`src/rtl/tcw_map.sv`:
```
//------------------------------------------------------------------------------
// tcw_map
// Screen address map: rotates a logical row by the top-row offset of the
// ring buffer and forms the linear buffer address of the cell.
//------------------------------------------------------------------------------
`default_nettype none

module tcw_map #(
	parameter  int SCREEN_COLS = 80,
	parameter  int SCREEN_ROWS = 24,
	localparam int COL_W       = $clog2(SCREEN_COLS),
	localparam int ROW_W       = $clog2(SCREEN_ROWS),
	localparam int ADDR_W      = $clog2(SCREEN_COLS * SCREEN_ROWS)
) (
	input  wire logic [ROW_W-1:0]  row,
	input  wire logic [COL_W-1:0]  col,
	input  wire logic [ROW_W-1:0]  top,
	output logic      [ADDR_W-1:0] addr
);

	logic [ROW_W:0]      row_sum;
	logic [ROW_W-1:0]    phys_row;
	logic [ADDR_W-1:0]   row_base;

	always_comb begin
		row_sum = {1'b0, row} + {1'b0, top};
		if (row_sum >= (ROW_W+1)'(SCREEN_ROWS)) begin
			row_sum = row_sum - (ROW_W+1)'(SCREEN_ROWS);
		end
		phys_row = row_sum[ROW_W-1:0];
		row_base = ADDR_W'(phys_row) * ADDR_W'(SCREEN_COLS);
		addr     = row_base + ADDR_W'(col);
	end

endmodule

`default_nettype wire

```
`config.mk`:
```
export PLATFORM = sky130hd
export DESIGN_NAME = tcw_map
export DESIGN_NICKNAME = d
export VERILOG_FILES = /design/src/rtl/tcw_map.sv
export SDC_FILE = /design/constraint.sdc
export NUM_CORES = 1
export LEC_CHECK = 0
export BUFFER_PORTS_ARGS = -buffer_cell sky130_fd_sc_hd__buf_4
export CAP_MARGIN = 10
export CORE_MARGIN = 5
export CORE_UTILIZATION = 40
export DETAILED_ROUTE_END_ITERATION = 12
export PLACE_DENSITY = 0.7
export SETUP_SLACK_MARGIN = 0.1
export SYNTH_ARGS = -nofsm -noshare
export SYNTH_HDL_FRONTEND = slang
export SYNTH_SLANG_ARGS = --single-unit
```
`constraint.sdc`:
```
create_clock -name vclk -period 9.2
set_input_delay 0 -clock vclk [all_inputs]
set_output_delay 0 -clock vclk [all_outputs]
set_load 0.05 [all_outputs]
```
# Yosys cells after proc, flatten, opt, wreduce, memory -nomap -nowiden
# Index checks and enable logic that the tools add are counted.
[totals]
in_bits = 17
elab_cells = 6
out_inout_bits = 11
register_bits = 0
[classes]
n_mul = 1
magnitude_cmp = 1
n_addsub = 3
n_mux = 1
[ops]
columns = ["cell", "count"]
rows = [
  ["11-bit by 7-bit adder with 11-bit output", 1],
  ["5-bit by 3-bit multiplier with 7-bit output, second input constant", 1],
  ["5-bit by 5-bit adder with 6-bit output", 1],
  ["6-bit by 5-bit >= comparator with 1-bit output, second input constant", 1],
  ["5-bit 2-to-1 mux", 1],
  ["5-bit subtractor, second input constant", 1],
]

# Logic depth before layout (Yosys ltp)
[depth]
word_depth = 5
ltp_mapped = 15
depth_no_buf = 15

# Worst setup path after synthesis
# OpenSTA, ideal clock, no wires.
[synth_timing]
kind = "in2out"
startpoint = "in top[0]"
endpoint = "out addr[10]"
arrival_ns = 3.718
path_buffers = 0
t_required_ns = 9.200
setup_slack_ns = 5.482
path_stages = 14
cell_sequence = "ha_1 -> inv_1 -> fa_1 -> nor2b_1 -> o21ai_0 -> and2b_4 -> nor3b_1 -> or4b_4 -> ha_1 -> fa_1 -> xor2_1 -> o2111ai_1 -> xnor2_1 -> xnor2_1"
[synth_via]
elab_chain_len = 5
[synth_lines]
columns = ["item", "line_no", "source"]
rows = [
  ["start, declared", "17", "input wire logic [ROW_W-1:0] top,"],
  ["5-bit by 5-bit adder with 6-bit output (*)", "26", "row_sum = {1'b0, row} + {1'b0, top};"],
  ["5-bit subtractor or 6-bit by 5-bit >= comparator with 1-bit output (tied branches)", "28, 27", ""],
  ["5-bit 2-to-1 mux (*)", "27", "if (row_sum >= (ROW_W+1)'(SCREEN_ROWS)) begin"],
  ["5-bit by 3-bit multiplier with 7-bit output (*)", "31", "row_base = ADDR_W'(phys_row) * ADDR_W'(SCREEN_COLS);"],
  ["11-bit by 7-bit adder with 11-bit output (*)", "32", "addr = row_base + ADDR_W'(col);"],
  ["end, declared", "18", "output logic [ADDR_W-1:0] addr"],
]
# Every way passes the cells marked *; elsewhere a longest branch is shown, timed or not.

# Worst setup path after layout
# Same ends and word-level chain as after synthesis.

==> impl_table.tex <==
\begin{tabular}{lr}
\hline
Metric & Value \\
\hline
\multicolumn{2}{l}{\textbf{Outcome}} \\
\quad Result of the run & finished, final reports clean \\
\multicolumn{2}{l}{\textbf{Clock network}} \\
\quad Post CTS Setup Buffer Count & 0 \\
\quad Post-cts gate resize count & 0 \\
\quad Post-cts hold buffer count & 0 \\
\multicolumn{2}{l}{\textbf{Floorplanning}} \\
\quad Core Area & 1280 um\^{}2 \\
\quad Die height & 46.7 um \\
\quad FP Rows & 13 \\
\quad DIE AREA & 2180 um\^{}2 \\
\quad Starting Density & 0.419 \\
\quad I/O pin count & 28 \\
\quad Width of the die & 46.7 um \\
\multicolumn{2}{l}{\textbf{Cells and area}} \\
\quad Filler Cells Inserted & 127 \\
\quad Leading cell type in the layout, fill and taps excluded & buf\_4 \\
\quad Nets@finish & 115 \\
\quad Layout cells sized above 1 & 0.291 \\
\quad Commonest cells after routing, fill and taps aside & 20 x buf\_4, 14 x ha\_1, 8 x inv\_1, 7 x xnor2\_1 \\
\quad Final-layout clock buffer total & 0 \\
\quad Flip-flop and latch count & 0 \\
\quad Number of diodes added for antenna fixing & 0 \\
\quad Area growth from synthesis to layout & 25.8\% \\
\quad Area of all sequential standard cells & 0 um\^{}2 \\
\multicolumn{2}{l}{\textbf{Synthesis}} \\
\quad Ranking of synthesized cells by area & ha\_1 33\%, xnor2\_1 11\%, fa\_1 11\%, buf\_4 5.6\%, inv\_1 5.6\% \\
\quad Most area-hungry cell type in the Yosys netlist & ha\_1 \\
\quad Syn Nets & 97 \\
\quad Mean instance size in the synthesized netlist & 8.54 um\^{}2 \\
\quad Total standard cell area after synthesis & 538 um\^{}2 \\
\quad Number of synthesis warnings & 0 \\
\quad Netlist cell types & 22 \\
\quad Sequential cell area fraction in the yosys report & 0 \\
\quad Number of standard cells after synthesis & 63 \\
\quad Share of the synthesized area in the top cell type & 0.326 \\
\multicolumn{2}{l}{\textbf{Worst setup path}} \\
\quad Worst Setup End Kind & primary output \\
\quad Worst EP required & 9.20 ns \\
\quad CP startpoint kind & input pin \\
\quad Highest fanout seen on the critical path & 5 \\
\quad Arrival time of data at the critical path endpoint & 3.56 ns \\
\quad Biggest cell delay along the critical path & 0.54 ns \\
\quad Cell Chain, Critical Path & buf\_4 -> ha\_1 -> inv\_1 -> fa\_1 -> nor2b\_1 -> o21ai\_0 -> and2b\_4 -> nor3b\_1 -> or4b\_4 -> ha\_1 -> fa\_1 -> xor2\_1 -> o2111ai\_1 -> xnor2\_1 -> xnor2\_1 -> buf\_4 \\
\quad CP max stage cell & or4b\_4 \\
\quad Type of the setup path with the least slack & in -> out \\
\multicolumn{2}{l}{\textbf{Route}} \\
\quad Detailed-routed wire length on met2 & 543 um \\
\quad Post-detailed-route DRC marker count & 0 \\
\quad Remaining number of nets flagged by the antenna check after routing & 0 \\
\quad Number of vias in the routed layout & 469 \\
\quad Top routing layer in use & met3 \\
\quad Detailed Routing Iterations Pass 1 & 4 \\
\quad Per-cell routed wire length & 10.7 um \\
\quad Metal1 wirelength & 412 um \\
\quad Met3 Routed Length & 52 um \\
\quad Per-cell via count in the routed design & 4.99 \\
\quad Drt first-iter violations & 4 \\
\quad Wirelength, routed & 1010 um \\
\multicolumn{2}{l}{\textbf{Place}} \\
\quad Post-Place Setup Slack & 5.64 ns \\
\quad Buffers on Ports & 20 \\
\quad Routability congestion estimate from global placement & 0.785 \\
\quad Final HPWL DP & 942 um \\
\multicolumn{2}{l}{\textbf{Timing}} \\
\quad Final setup viols & 0 \\
\quad Worst Tran Pin Value & 0.454 ns \\
\quad Share of the clock period used by the worst path after layout & 0.387 \\
\quad Final total negative setup slack & 0 ns \\
\quad Setup repair after global routing missed its margin & no \\
\quad Worst Hold Margin & 0.0000220 ns \\
\quad Max-slew violations & 0 \\
\quad Peak clock frequency supported by timing & 0.281 GHz \\
\quad Slew headroom & 0.695 \\
\quad Fin. Hold Viols & 0 \\
\quad Final worst slack & 5.64 ns \\
\quad Time the final worst path needs with I/O delays and setup & 3.56 ns \\
\multicolumn{2}{l}{\textbf{GRT}} \\
\quad Number of global-route vias before repair & 408 \\
\quad Total routing resource utilization after global routing & 0.0936 \\
\quad Total congestion overflow after global routing & 0 \\
\quad Initial antenna violation count & 0 \\
\quad Maximum number of pins on one net before global-route repair & 7 \\
\quad First-pass GRT wire length & 1570 um \\
\multicolumn{2}{l}{\textbf{Min path}} \\
\quad Hold crit path type & in -> out \\
\quad Hold EP & addr[3] \\
\quad Startpoint of the tightest hold check path & col[3] \\
\quad Number of cells traversed by the worst hold path & 0 \\
\multicolumn{2}{l}{\textbf{Power}} \\
\quad Worst voltage drop across the vdd grid & 0.304 mV \\
\quad Cell Pwr Density & 270 nW/um\^{}2 \\
\quad Lkg Pwr & 0.362 nW \\
\multicolumn{2}{l}{\textbf{Run}} \\
\quad Max capacitance violation total & 0 \\
\hline
\end{tabular}
-- worst max-delay path by stage --
stage / from / end
floorplan: top[0] / addr[10]
global placement: top[0] / addr[10]
detailed placement: top[0] / addr[10]
CTS: top[0] / addr[10]
global route: top[0] / addr[10]
finish: top[0] / addr[10]
-- cells by family after synthesis --
logic type	after synthesis	synth area share
fa+ha+maj	17	0.437
xor+xnor	9	0.147
buf+inv	12	0.112
compound gates	13	0.158
simple gates	12	0.147
-- critical path, delay by kind of cell --
kind	cells	cell delay, ns
buffers and inverters	3	0.37
adders and majority gates	4	1.33
xor gates and xnor gates	3	0.59
and+or+nand+nor	4	0.99
AOI/OAI and AO/OA	2	0.28
-- cell usage after synthesis, types with 2 or more instances --
| master | count |
|---|---|
| nor3b_1 | 2 |
| a21o_1 | 3 |
| xnor2_1 | 7 |
| xor2_1 | 2 |
| buf_4 | 4 |
| a21oi_1 | 2 |
| inv_1 | 8 |
| ha_1 | 14 |
| fa_1 | 3 |
| nor3_1 | 2 |
| nor2b_1 | 2 |
| nor2_1 | 2 |
| o21ai_0 | 3 |
-- routing by layer --
metal  GRT usage  up-vias
li1            -      249
met1       0.120      212
met2       0.181        8
met3     0.00391        0
met4           0        0
met5           0        -
-- report_power, final --
part / leakage (nW) / switching [mW] / internal (mW)
clock: 0 / 0 / 0
combinational: 0.362 / 0.118 / 0.0648
sequential: 0 / 0 / 0
-- final cells by class --
type / instances / area (um^2) / share of cell area
Multi-Input combinational cell: 51 / 478 / 0.706
Inverter: 8 / 30.0 / 0.0444
Tap cell: 15 / 18.8 / 0.0277
Timing Repair Buffer: 20 / 150 / 0.222
-- through the flow --
| stage | power, mW | utilization | instances | area, um^2 |
|---|---|---|---|---|
| 6_report | 0.183 | 0.527 | 94 | 677 |
| 5_1_grt | 0.195 | 0.527 | 94 | 677 |
| 4_1_cts | 0.185 | 0.527 | 94 | 677 |
| 3_5_place_dp | 0.185 | 0.527 | 94 | 677 |
| 3_3_place_gp | 0.182 | 0.527 | 94 | 677 |
| 2_1_floorplan | 0.143 | - | 63 | 538 |
No activity file was read; power rests on OpenSTA's default activity.
